<file path="config.mk">
export PLATFORM = sky130hd
export DESIGN_NAME = integer_divide_modulus_unit
export DESIGN_NICKNAME = d
export VERILOG_FILES = /design/src/design/idmu_pkg.sv /design/src/design/idmu_core.sv /design/src/design/integer_divide_modulus_unit.sv
export VERILOG_INCLUDE_DIRS = /design/src /design/src/design
export SDC_FILE = /design/constraint.sdc
export NUM_CORES = 1
export LEC_CHECK = 0
export ABC_AREA = 0
export BUFFER_PORTS_ARGS = -buffer_cell sky130_fd_sc_hd__buf_2
export CELL_PAD_IN_SITES_DETAIL_PLACEMENT = 2
export CELL_PAD_IN_SITES_GLOBAL_PLACEMENT = 2
export CORE_MARGIN = 8
export CORE_UTILIZATION = 30
export DETAILED_ROUTE_END_ITERATION = 7
export GPL_ROUTABILITY_DRIVEN = 0
export GPL_TIMING_DRIVEN = 0
export HOLD_SLACK_MARGIN = 0.08
export PLACE_DENSITY_LB_ADDON = 0.1
export SLEW_MARGIN = 10
export SYNTH_ARGS = -nofsm -noshare
export SYNTH_HDL_FRONTEND = slang
export SYNTH_HIERARCHICAL = 1
export SYNTH_SLANG_ARGS = --single-unit
export TNS_END_PERCENT = 50
</file>
<file path="constraint.sdc">
create_clock -name clock -period 13.17 [get_ports clock]
set_input_delay 2.634 -clock clock [delete_from_list [all_inputs] [get_ports clock]]
set_output_delay 2.634 -clock clock [all_outputs]
set_load 0.02 [all_outputs]
</file>
<file path="src/design/integer_divide_modulus_unit_defines.svh">
// Assertion macros for the divide / modulus unit
`ifndef INTEGER_DIVIDE_MODULUS_UNIT_DEFINES_SVH
`define INTEGER_DIVIDE_MODULUS_UNIT_DEFINES_SVH

// same-cycle implication, checked out of reset
`define IDMU_ASSERT_SAME(label, ante, cons) \
   label: assert property (@(posedge clock) disable iff (reset) (ante) |-> (cons)) \
      else $error("idmu check failed");

// next-cycle implication, checked out of reset
`define IDMU_ASSERT_NEXT(label, ante, cons) \
   label: assert property (@(posedge clock) disable iff (reset) (ante) |=> (cons)) \
      else $error("idmu check failed");

`endif

</file>
<file path="src/design/idmu_pkg.sv">
package idmu_pkg;

   localparam int DATA_WIDTH = 32;
   localparam int CNT_WIDTH  = $clog2(DATA_WIDTH);

   localparam logic [1:0] OP_UDIV = 2'd0;
   localparam logic [1:0] OP_SDIV = 2'd1;
   localparam logic [1:0] OP_UREM = 2'd2;
   localparam logic [1:0] OP_SREM = 2'd3;

   typedef struct packed {
      logic busy;
      logic done;
   } core_status_type;

endpackage

</file>
<file path="src/design/idmu_core.sv">
module idmu_core (
   input  logic                                clock,
   input  logic                                reset,
   input  logic                                start,
   input  logic [idmu_pkg::DATA_WIDTH-1:0]     dividend,
   input  logic [idmu_pkg::DATA_WIDTH-1:0]     divisor,
   input  logic                                take,
   output idmu_pkg::core_status_type           status,
   output logic [idmu_pkg::DATA_WIDTH-1:0]     quotient,
   output logic [idmu_pkg::DATA_WIDTH-1:0]     remainder
);

   localparam logic [1:0] ST_IDLE = 2'd0;
   localparam logic [1:0] ST_RUN  = 2'd1;
   localparam logic [1:0] ST_DONE = 2'd2;

   localparam int W = idmu_pkg::DATA_WIDTH;
   localparam logic [idmu_pkg::CNT_WIDTH-1:0] LAST_STEP = idmu_pkg::CNT_WIDTH'(W - 1);
   localparam logic [idmu_pkg::CNT_WIDTH-1:0] ONE_STEP  = idmu_pkg::CNT_WIDTH'(1);

   logic [1:0]                      state_ff, state_in;
   logic [idmu_pkg::CNT_WIDTH-1:0]  count_ff, count_in;
   logic [W-1:0]                    rem_ff, rem_in;
   logic [W-1:0]                    quo_ff, quo_in;
   logic [W-1:0]                    div_ff, div_in;

   logic [W:0]   shifted;
   logic [W+1:0] diff;
   logic         fits;

   assign shifted = {rem_ff, quo_ff[W-1]};
   assign diff    = {1'b0, shifted} - {2'b00, div_ff};
   assign fits    = ~diff[W+1];

   always_comb begin
      state_in = state_ff;
      count_in = count_ff;
      rem_in   = rem_ff;
      quo_in   = quo_ff;
      div_in   = div_ff;
      unique case (state_ff)
         ST_IDLE: begin
            if (start) begin
               state_in = ST_RUN;
               count_in = LAST_STEP;
               rem_in   = '0;
               quo_in   = dividend;
               div_in   = divisor;
            end
         end
         ST_RUN: begin
            // shift in one dividend bit, subtract where it fits
            rem_in   = fits ? diff[W-1:0] : shifted[W-1:0];
            quo_in   = {quo_ff[W-2:0], fits};
            count_in = count_ff - ONE_STEP;
            if (count_ff == '0) begin
               state_in = ST_DONE;
            end
         end
         ST_DONE: begin
            if (take) begin
               state_in = ST_IDLE;
            end
         end
         default: begin
            state_in = ST_IDLE;
         end
      endcase
   end

   always_ff @(posedge clock) begin
      if (reset) begin
         state_ff <= ST_IDLE;
         count_ff <= '0;
      end else begin
         state_ff <= state_in;
         count_ff <= count_in;
      end
      rem_ff <= rem_in;
      quo_ff <= quo_in;
      div_ff <= div_in;
   end

   assign status.busy = (state_ff != ST_IDLE);
   assign status.done = (state_ff == ST_DONE);
   assign quotient    = quo_ff;
   assign remainder   = rem_ff;

endmodule

</file>
<file path="src/design/integer_divide_modulus_unit.sv">
// Operation: the req beat starts 32 shift-subtract steps of the single subtractor
// in idmu_core; the sign is fixed as the result is registered into the output.
// No new item is taken while idmu_core is busy; req_ready returns once the result
// moves to the output register, so a new item may start while that result waits.
// Reset: synchronous, active high; clears the sequencer and rsp_valid.
`include "integer_divide_modulus_unit_defines.svh"

module integer_divide_modulus_unit (
   input  logic                                clock,
   input  logic                                reset,
   input  logic                                req_valid,
   output logic                                req_ready,
   input  logic [1:0]                          req_opcode,
   input  logic [idmu_pkg::DATA_WIDTH-1:0]     req_dividend,
   input  logic [idmu_pkg::DATA_WIDTH-1:0]     req_divisor,
   output logic                                rsp_valid,
   input  logic                                rsp_ready,
   output logic [idmu_pkg::DATA_WIDTH-1:0]     rsp_result,
   output logic                                rsp_divide_by_zero
);

   localparam int W = idmu_pkg::DATA_WIDTH;

   idmu_pkg::core_status_type status;

   logic         accept;
   logic         take;
   logic         is_signed;
   logic [W-1:0] mag_dividend;
   logic [W-1:0] mag_divisor;
   logic [W-1:0] quotient;
   logic [W-1:0] remainder;
   logic [W-1:0] fixed_quo;
   logic [W-1:0] fixed_rem;

   logic         is_mod_ff;
   logic         neg_q_ff;
   logic         neg_r_ff;
   logic         zero_ff;
   logic [W-1:0] dividend_ff;

   logic         rsp_valid_ff, rsp_valid_in;
   logic [W-1:0] rsp_result_ff, rsp_result_in;
   logic         rsp_dbz_ff, rsp_dbz_in;

   assign req_ready = ~status.busy;
   assign accept    = req_valid & req_ready;
   assign take      = status.done & (~rsp_valid_ff | rsp_ready);

   assign is_signed    = (req_opcode == idmu_pkg::OP_SDIV) || (req_opcode == idmu_pkg::OP_SREM);
   assign mag_dividend = (is_signed && req_dividend[W-1]) ? (~req_dividend + W'(1)) : req_dividend;
   assign mag_divisor  = (is_signed && req_divisor[W-1]) ? (~req_divisor + W'(1)) : req_divisor;

   idmu_core u_core (
      .clock     (clock),
      .reset     (reset),
      .start     (accept),
      .dividend  (mag_dividend),
      .divisor   (mag_divisor),
      .take      (take),
      .status    (status),
      .quotient  (quotient),
      .remainder (remainder)
   );

   always_ff @(posedge clock) begin
      if (accept) begin
         is_mod_ff   <= (req_opcode == idmu_pkg::OP_UREM) || (req_opcode == idmu_pkg::OP_SREM);
         neg_q_ff    <= is_signed & (req_dividend[W-1] ^ req_divisor[W-1]);
         neg_r_ff    <= is_signed & req_dividend[W-1];
         zero_ff     <= (req_divisor == '0);
         dividend_ff <= req_dividend;
      end
   end

   assign fixed_quo = neg_q_ff ? (~quotient + W'(1)) : quotient;
   assign fixed_rem = neg_r_ff ? (~remainder + W'(1)) : remainder;

   always_comb begin
      rsp_valid_in  = rsp_valid_ff;
      rsp_result_in = rsp_result_ff;
      rsp_dbz_in    = rsp_dbz_ff;
      if (rsp_valid_ff && rsp_ready) begin
         rsp_valid_in = 1'b0;
      end
      if (take) begin
         rsp_valid_in = 1'b1;
         rsp_dbz_in   = zero_ff;
         priority if (zero_ff) begin
            rsp_result_in = is_mod_ff ? dividend_ff : '1;
         end else if (is_mod_ff) begin
            rsp_result_in = fixed_rem;
         end else begin
            rsp_result_in = fixed_quo;
         end
      end
   end

   always_ff @(posedge clock) begin
      if (reset) begin
         rsp_valid_ff <= 1'b0;
      end else begin
         rsp_valid_ff <= rsp_valid_in;
      end
      rsp_result_ff <= rsp_result_in;
      rsp_dbz_ff    <= rsp_dbz_in;
   end

   assign rsp_valid          = rsp_valid_ff;
   assign rsp_result         = rsp_result_ff;
   assign rsp_divide_by_zero = rsp_dbz_ff;

   `IDMU_ASSERT_NEXT(a_accept_starts_core, accept, status.busy)
   `IDMU_ASSERT_NEXT(a_take_fills_output, take, rsp_valid_ff)
   `IDMU_ASSERT_SAME(a_done_is_busy, status.done, status.busy)

endmodule
</file>
==> results of run 1 <==
## through the flow
stage	util (%)	instance area, um2
final	35.30	13330
after floorplan	-	11500
after CTS	35.30	13330
after global routing	35.30	13330
after global placement	33.52	12650
after detailed placement	33.79	12760
## layer usage
metal	part of all wire (%)	vias to the layer above	wire length (um)	GRT usage, %
met5	0	-	0	0
met4	1.4	0	577	4.385
met3	2.7	26	1135	2.928
met2	48	139	19870	31.31
met1	48	5053	20120	25.49
li1	-	4751	-	-
## power by group
group          switching, mW  internal (mW)
combinational           1.12          0.618
sequential             0.229          0.911
clock                  0.238          0.280
total                   1.59           1.81
## cells by family after synthesis
logic type | synth area share, %
muxes | 1.045
DFF | 44.48
xor gates and xnor gates | 9.749
adders and majority gates | 4.309
and+or+nand+nor | 18.40
buffers and inverters | 4.363
AOI/OAI and AO/OA | 17.66
## path summary, 6_finish.rpt
kind                                         from                                 end  slack, ns  cells past startpoint
hold reg to reg   u_core/count_ff[4]$_SDFFE_PP0P_     u_core/count_ff[4]$_SDFFE_PP0P_       0.50                      1
setup / recovery                  req_dividend[0]       u_core/quotient[19]$_DFFE_PP_       7.98                     10
hold / removal    u_core/count_ff[4]$_SDFFE_PP0P_     u_core/count_ff[4]$_SDFFE_PP0P_       0.50                      1
setup reg to reg    u_core/quotient[31]$_DFFE_PP_  u_core/remainder[30]$_SDFFCE_PN0P_       9.64                     12
## cell type report
cell class / instances / area, um2 / area share, %
Multi-Input combinational cell: 933 / 5909 / 44.34
Sequential cell: 173 / 5115 / 38.37
Tap cell: 511 / 639.4 / 4.797
Timing Repair Buffer: 106 / 590.6 / 4.431
Clock buffer: 18 / 429.2 / 3.220
Inverter: 58 / 217.7 / 1.633
Clock inverter: 14 / 143.9 / 1.080
Buffer: 62 / 284.0 / 2.131
## cell usage after synthesis, types with 14 or more instances
master,n
a211oi_1,19
a21oi_1,74
clkbuf_1,48
edfxtp_1,165
ha_1,38
inv_1,57
nand2_1,201
nand3_1,25
nor2_1,67
nor3_1,28
nor4_1,14
o21ai_0,80
o31ai_1,31
o41ai_1,17
or3_1,23
or4_1,20
xnor2_1,88
xor2_1,40
## sequential cells by signal (all words and copies together), names as in the netlist, 2 cells and up
name and flops:
dividend_ff 32, rsp_result 32, u_core/remainder 32, u_core/count_ff 5, u_core/quotient 32, u_core/div_ff 32
u_core/state_ff 2
==> flow_metrics.env, run 1 <==
export IMPL_yosysWarnings=6
export IMPL_cts_hold_fix_buffers=0
export IMPL_via_per_inst=5.317
export IMPL_htreeDepth=4
export IMPL_fin_crit_sh_pct=39.44
export IMPL_dpl_hpwl_um=33140
export IMPL_synth_cell_type_count=74
export IMPL_drive_above_1_share_pct=12.90
export IMPL_dpl_worst_slack_ns=7.497
export IMPL_finalHoldViolCount=0
export IMPL_drv_slew=0
export IMPL_power_mw=3.396
export IMPL_wl_um=41700
export IMPL_syn_inst=1226
export IMPL_netlist_area_mm2=0.01150
export IMPL_syn2layout_area_growth_pct=15.91
export IMPL_fmax_mhz=192.5
export IMPL_wl_per_cell_um=22.24
export IMPL_root_buffer="clkbuf_16"
export IMPL_synth_edf_count=165
export IMPL_critPathKind="input port to flip-flop"
export IMPL_cp_arrival_ns=5.40
export IMPL_critPathTopFamily="simple AND/OR/NAND/NOR gates"
export IMPL_synthTopCellsByArea="edfxtp_1, xnor2_1, nand2_1, ha_1, o21ai_0"
export IMPL_coreArea_mm2=0.03776
export IMPL_critPathMaxFanout=7
export IMPL_final_cells=1875
export IMPL_min_period_ns=5.194
export IMPL_postCtsSetupRepairBufs=0
export IMPL_n_antenna_cell=0
export IMPL_num_fill_cells=4218
export IMPL_run_status="finished clean"
export IMPL_syn_area_per_cell_um2=9.380
export IMPL_setup_ws_ns=7.976
export IMPL_endpoint_kind="flip-flop"
export IMPL_cts_made_buffers=17
export IMPL_worst_path_max_delay_cell="or4_1"
export IMPL_synth_seq_cells=173
export IMPL_grt_pass1_vias=10830
export IMPL_rsz0062_at_grt="false"
export IMPL_synthArstFlopShare_pct=0
export IMPL_dr_first_iter_drc_count=415
export IMPL_ant_nets=0
export IMPL_leakage_nw=4.927
export IMPL_die_y_um=211.8
export IMPL_worstPathRequired_ns=13.37
export IMPL_p_per_area_mw_per_mm2=254.8
export IMPL_syn_num_nets=1335
export IMPL_placed_cells=1843
export IMPL_clk_latency_ns=0.45
export IMPL_gr_total_overflow=0
export IMPL_ios=105
export IMPL_cts_buffer_depth=2
export IMPL_rows=71
export IMPL_drc=0
export IMPL_yosysTopAreaCellShare_pct=43.09
export IMPL_hold_ws_ns=0.4961
export IMPL_critPathLaunchType="input port"
export IMPL_tritoncts="done"
export IMPL_setup_viol=0
export IMPL_grt_max_degree=36
export IMPL_ys_seq_area_share_pct=44.48
export IMPL_cts_sinks=173
export IMPL_maxSlewHeadroom_pct=31.10
export IMPL_tightestPinTransition_ns=1.031
export IMPL_cts_resized=0
export IMPL_min_path_type="flip-flop to flip-flop"
export IMPL_dr_pass1_iters=7
export IMPL_clkTransAtPathRegs_ns=0.07
export IMPL_final_common_cell="nand2_1"
export IMPL_finalSetupTns_ns=0
export IMPL_vias=9969
export IMPL_final_nets=1460
export IMPL_ir_drop_mv=0.1581
export IMPL_final_cell_mix="nand2_1, edfxtp_1, buf_2, xnor2_1, o21ai_0"
export IMPL_synth_flop_cell="edfxtp_1"
export IMPL_grt_util_all_layers_pct=18.85
export IMPL_cp_num_buf_inv=2
export IMPL_path_cells="buf_2 > or4_1 > or4_1 > clkbuf_1 > or3_1 > nor4_1 > a21oi_1 > xor2_1 > nand2_1 > nand2_1"
export IMPL_initial_utilization_pct=30.46
export IMPL_fin_skew_ns=0.009777
export IMPL_grt_pass1_wl_um=64750
export IMPL_die_x_um=211.8
export IMPL_cpPeakStageDelay_ns=0.52
export IMPL_drv_cap=0
export IMPL_antenna_found_initial=1
export IMPL_yosys_area_top_type="edfxtp_1"
export IMPL_portBuffers=103
export IMPL_die_area_mm2=0.04485
(Power assumes the default switching activity.)
==> run 2: changes to the inputs <==
- ABC_AREA: 0 -> 1
- clock period: 13.17 -> 5.26 ns (I/O delays scaled with it)
==> flow_metrics.env, run 2 <==
export IMPL_clk_latency_ns=0.48
export IMPL_synthAdderAreaFrac_pct=3.627
export IMPL_min_period_ns=3.044
export IMPL_worstPathRequired_ns=5.49
export IMPL_die_area_mm2=0.05262
export IMPL_drv_cap=0
export IMPL_antenna_found_initial=0
export IMPL_run_status="finished clean"
export IMPL_syn_inst=1982
export IMPL_synth_cell_type_count=56
export IMPL_p_comb_share_pct=56.1
export IMPL_ant_nets=0
export IMPL_synth_simple_area_share_pct=38.56
export IMPL_cp_arrival_ns=3.27
export IMPL_postCtsSetupRepairBufs=0
export IMPL_synthArstFlopShare_pct=0
export IMPL_cts_hold_fix_buffers=0
export IMPL_maxSlewHeadroom_pct=49.97
export IMPL_drive_above_1_share_pct=11.89
export IMPL_setup_ws_ns=2.216
export IMPL_rsz0062_at_grt="false"
export IMPL_ir_drop_mv=0.2651
export IMPL_synth_flop_cell="edfxtp_1"
export IMPL_endpoint_kind="flip-flop"
export IMPL_critPathKind="flip-flop to flip-flop"
export IMPL_yosys_area_top_type="edfxtp_1"
export IMPL_grt_util_all_layers_pct=21.41
export IMPL_synth_compound_area_share_pct=6.237
export IMPL_final_common_cell="nand2_1"
export IMPL_cts_made_buffers=17
export IMPL_synthMuxAreaShare_pct=0
export IMPL_worst_path_max_delay_cell="edfxtp_1"
export IMPL_synth_seq_cells=173
export IMPL_cpPeakStageDelay_ns=0.50
export IMPL_die_y_um=229.4
export IMPL_synth_top_family_by_area="simple AND/OR/NAND/NOR gates"
export IMPL_fmax_mhz=328.5
export IMPL_dpl_worst_slack_ns=1.181
export IMPL_fin_crit_sh_pct=57.87
export IMPL_critPathLaunchType="flip-flop"
export IMPL_p_sw_share_pct=51.96
export IMPL_wl_um=56590
export IMPL_dpl_hpwl_um=47530
export IMPL_initial_utilization_pct=30.23
export IMPL_p_per_area_mw_per_mm2=602.1
export IMPL_syn_num_nets=2091
export IMPL_vias=13580
export IMPL_synth_most_common_cell="nand2_1"
export IMPL_synth_edf_count=165
export IMPL_yosysTopAreaCellShare_pct=36.27
export IMPL_grt_pass1_wl_um=86910
export IMPL_syn2layout_area_growth_pct=14.28
export IMPL_coreArea_mm2=0.04519
export IMPL_tritoncts="done"
export IMPL_via_per_inst=4.992
export IMPL_clkTransAtPathRegs_ns=0.07
export IMPL_tightestPinTransition_ns=0.7494
export IMPL_clkPwrFrac_pct=14.3
export IMPL_critPathTopFamily="simple AND/OR/NAND/NOR gates"
export IMPL_rows=78
export IMPL_netlist_area_mm2=0.01366
export IMPL_n_antenna_cell=0
export IMPL_p_sw_mw=4.885
export IMPL_grt_max_degree=37
export IMPL_grt_pass1_vias=14570
export IMPL_synth_xor_area_share_pct=4.231
export IMPL_cts_buffer_depth=2
export IMPL_dr_first_iter_drc_count=743
export IMPL_cp_num_buf_inv=3
export IMPL_final_nets=2216
export IMPL_drv_slew=0
export IMPL_ys_seq_area_share_pct=37.44
export IMPL_root_buffer="clkbuf_16"
export IMPL_path_cells="inv_1 > ha_1 > inv_1 > fa_1 > nand3_1 > nand3_1 > nand2_1 > nand2_1 > nand2_1 > nand2_1 > nand2_1 > nand2_1 > nand2_1 > nand3_1 > nand2_1 > inv_1"
export IMPL_htreeDepth=4
export IMPL_drc=0
export IMPL_portBuffers=103
export IMPL_ios=105
export IMPL_finalSetupTns_ns=0
export IMPL_wl_per_cell_um=20.81
export IMPL_dr_pass1_iters=5
export IMPL_critPathMaxFanout=4
export IMPL_seqPwrFrac_pct=29.5
export IMPL_final_cell_mix="nand2_1, inv_1, nor2_1, edfxtp_1, nand3_1"
export IMPL_die_x_um=229.4
export IMPL_hold_ws_ns=0.4675
export IMPL_setup_viol=0
export IMPL_yosys_top_cells_count="nand2_1, inv_1, nor2_1, edfxtp_1, nand3_1"
export IMPL_leakage_nw=7.341
export IMPL_synthTopCellsByArea="edfxtp_1, nand2_1, inv_1, nor2_1, nand3_1"
export IMPL_cts_sinks=173
export IMPL_gr_total_overflow=0
export IMPL_fin_skew_ns=0.02004
export IMPL_cts_resized=0
export IMPL_finalHoldViolCount=0
export IMPL_intPower_mw=4.515
export IMPL_crit_path_frequent_cell="nand2_1"
export IMPL_min_path_type="flip-flop to flip-flop"
export IMPL_syn_area_per_cell_um2=6.893
export IMPL_yosysWarnings=6
run 2: changes by cell type in the layout (fill, tap and decap cells not counted), moves of 20 or more:
cell      before  now
or3_1         23    0
nor2_1        67  255
clkbuf_1      49    9
or4_1         20    0
a21oi_1       74   36
inv_1         56  273
nand3b_1       0   28
xnor2_1       88   14
nand2_2        0   20
o31ai_1       31    2
nand3_1       25  162
nand2_1      200  655
run 2: layout make-up:
class                      count  area (um2)
clock inverter                15       177.7
tap                          600       750.7
timing repair buffer         106       575.6
inverter                     294        1111
multi-input combinational   1472        7212
fill                        5478       29570
buffer                        43       245.2
clock buffer                  17       425.4
sequential                   173        5115
run 2: layer usage:
metal | routed length [um] | GRT usage (%) | up-vias | part of all wire [%]
li1 | - | - | 6604 | -
met1 | 28730 | 30.82 | 6705 | 51
met2 | 24610 | 32.59 | 213 | 43
met3 | 2110 | 3.486 | 56 | 3.7
met4 | 1143 | 6.017 | 0 | 2.0
met5 | 0 | 0 | - | 0
run 2: power by group through the flow:
stage	sequential (mW)	combinational [mW]	clock (mW)
floorplan	2.62	3.49	0
global placement	2.83	5.07	0
detailed placement	2.82	5.30	0
CTS	2.79	5.34	1.38
global route	2.84	5.91	1.42
finish	2.78	5.28	1.35
run 2: logic make-up (layout without fill, tap and decap cells):
group | after synthesis | after routing
xor gates and xnor gates | 66 | 66
adders and majority gates | 39 | 39
AOI/OAI and AO/OA | 149 | 149
DFF | 173 | 173
buffers and inverters | 337 | 475
and+or+nand+nor | 1218 | 1218
run 2: final timing paths:
path / slack [ns] / depth (start not counted) / to / from
worst max-delay path: 2.22 / 16 / u_core/remainder[28]$_SDFFCE_PN0P_ / u_core/quotient[31]$_DFFE_PP_
worst min-delay path: 0.47 / 0 / rsp_divide_by_zero$_DFFE_PP_ / zero_ff$_DFFE_PP_
worst max register to register: 2.22 / 16 / u_core/remainder[28]$_SDFFCE_PN0P_ / u_core/quotient[31]$_DFFE_PP_
worst min register to register: 0.47 / 0 / rsp_divide_by_zero$_DFFE_PP_ / zero_ff$_DFFE_PP_
run 2: through the flow:
stage / instance area [um2] / total power [mW] / utilization (%) / std cells
floorplan: 13660 / 6.109 / - / 1982
global placement: 14930 / 7.892 / 33.04 / 2685
detailed placement: 15010 / 8.120 / 33.22 / 2688
CTS: 15610 / 9.513 / 34.55 / 2720
global route: 15610 / 10.16 / 34.55 / 2720
finish: 15610 / 9.400 / 34.55 / 2720
run 2: worst register-to-register path: cells and delay by family (launching register included):
| kind | cells | cell delay (ns) |
|---|---|---|
| buf+inv | 3 | 0.27 |
| simple gates | 11 | 1.40 |
| fa+ha+maj | 2 | 0.65 |
| flops | 1 | 0.50 |
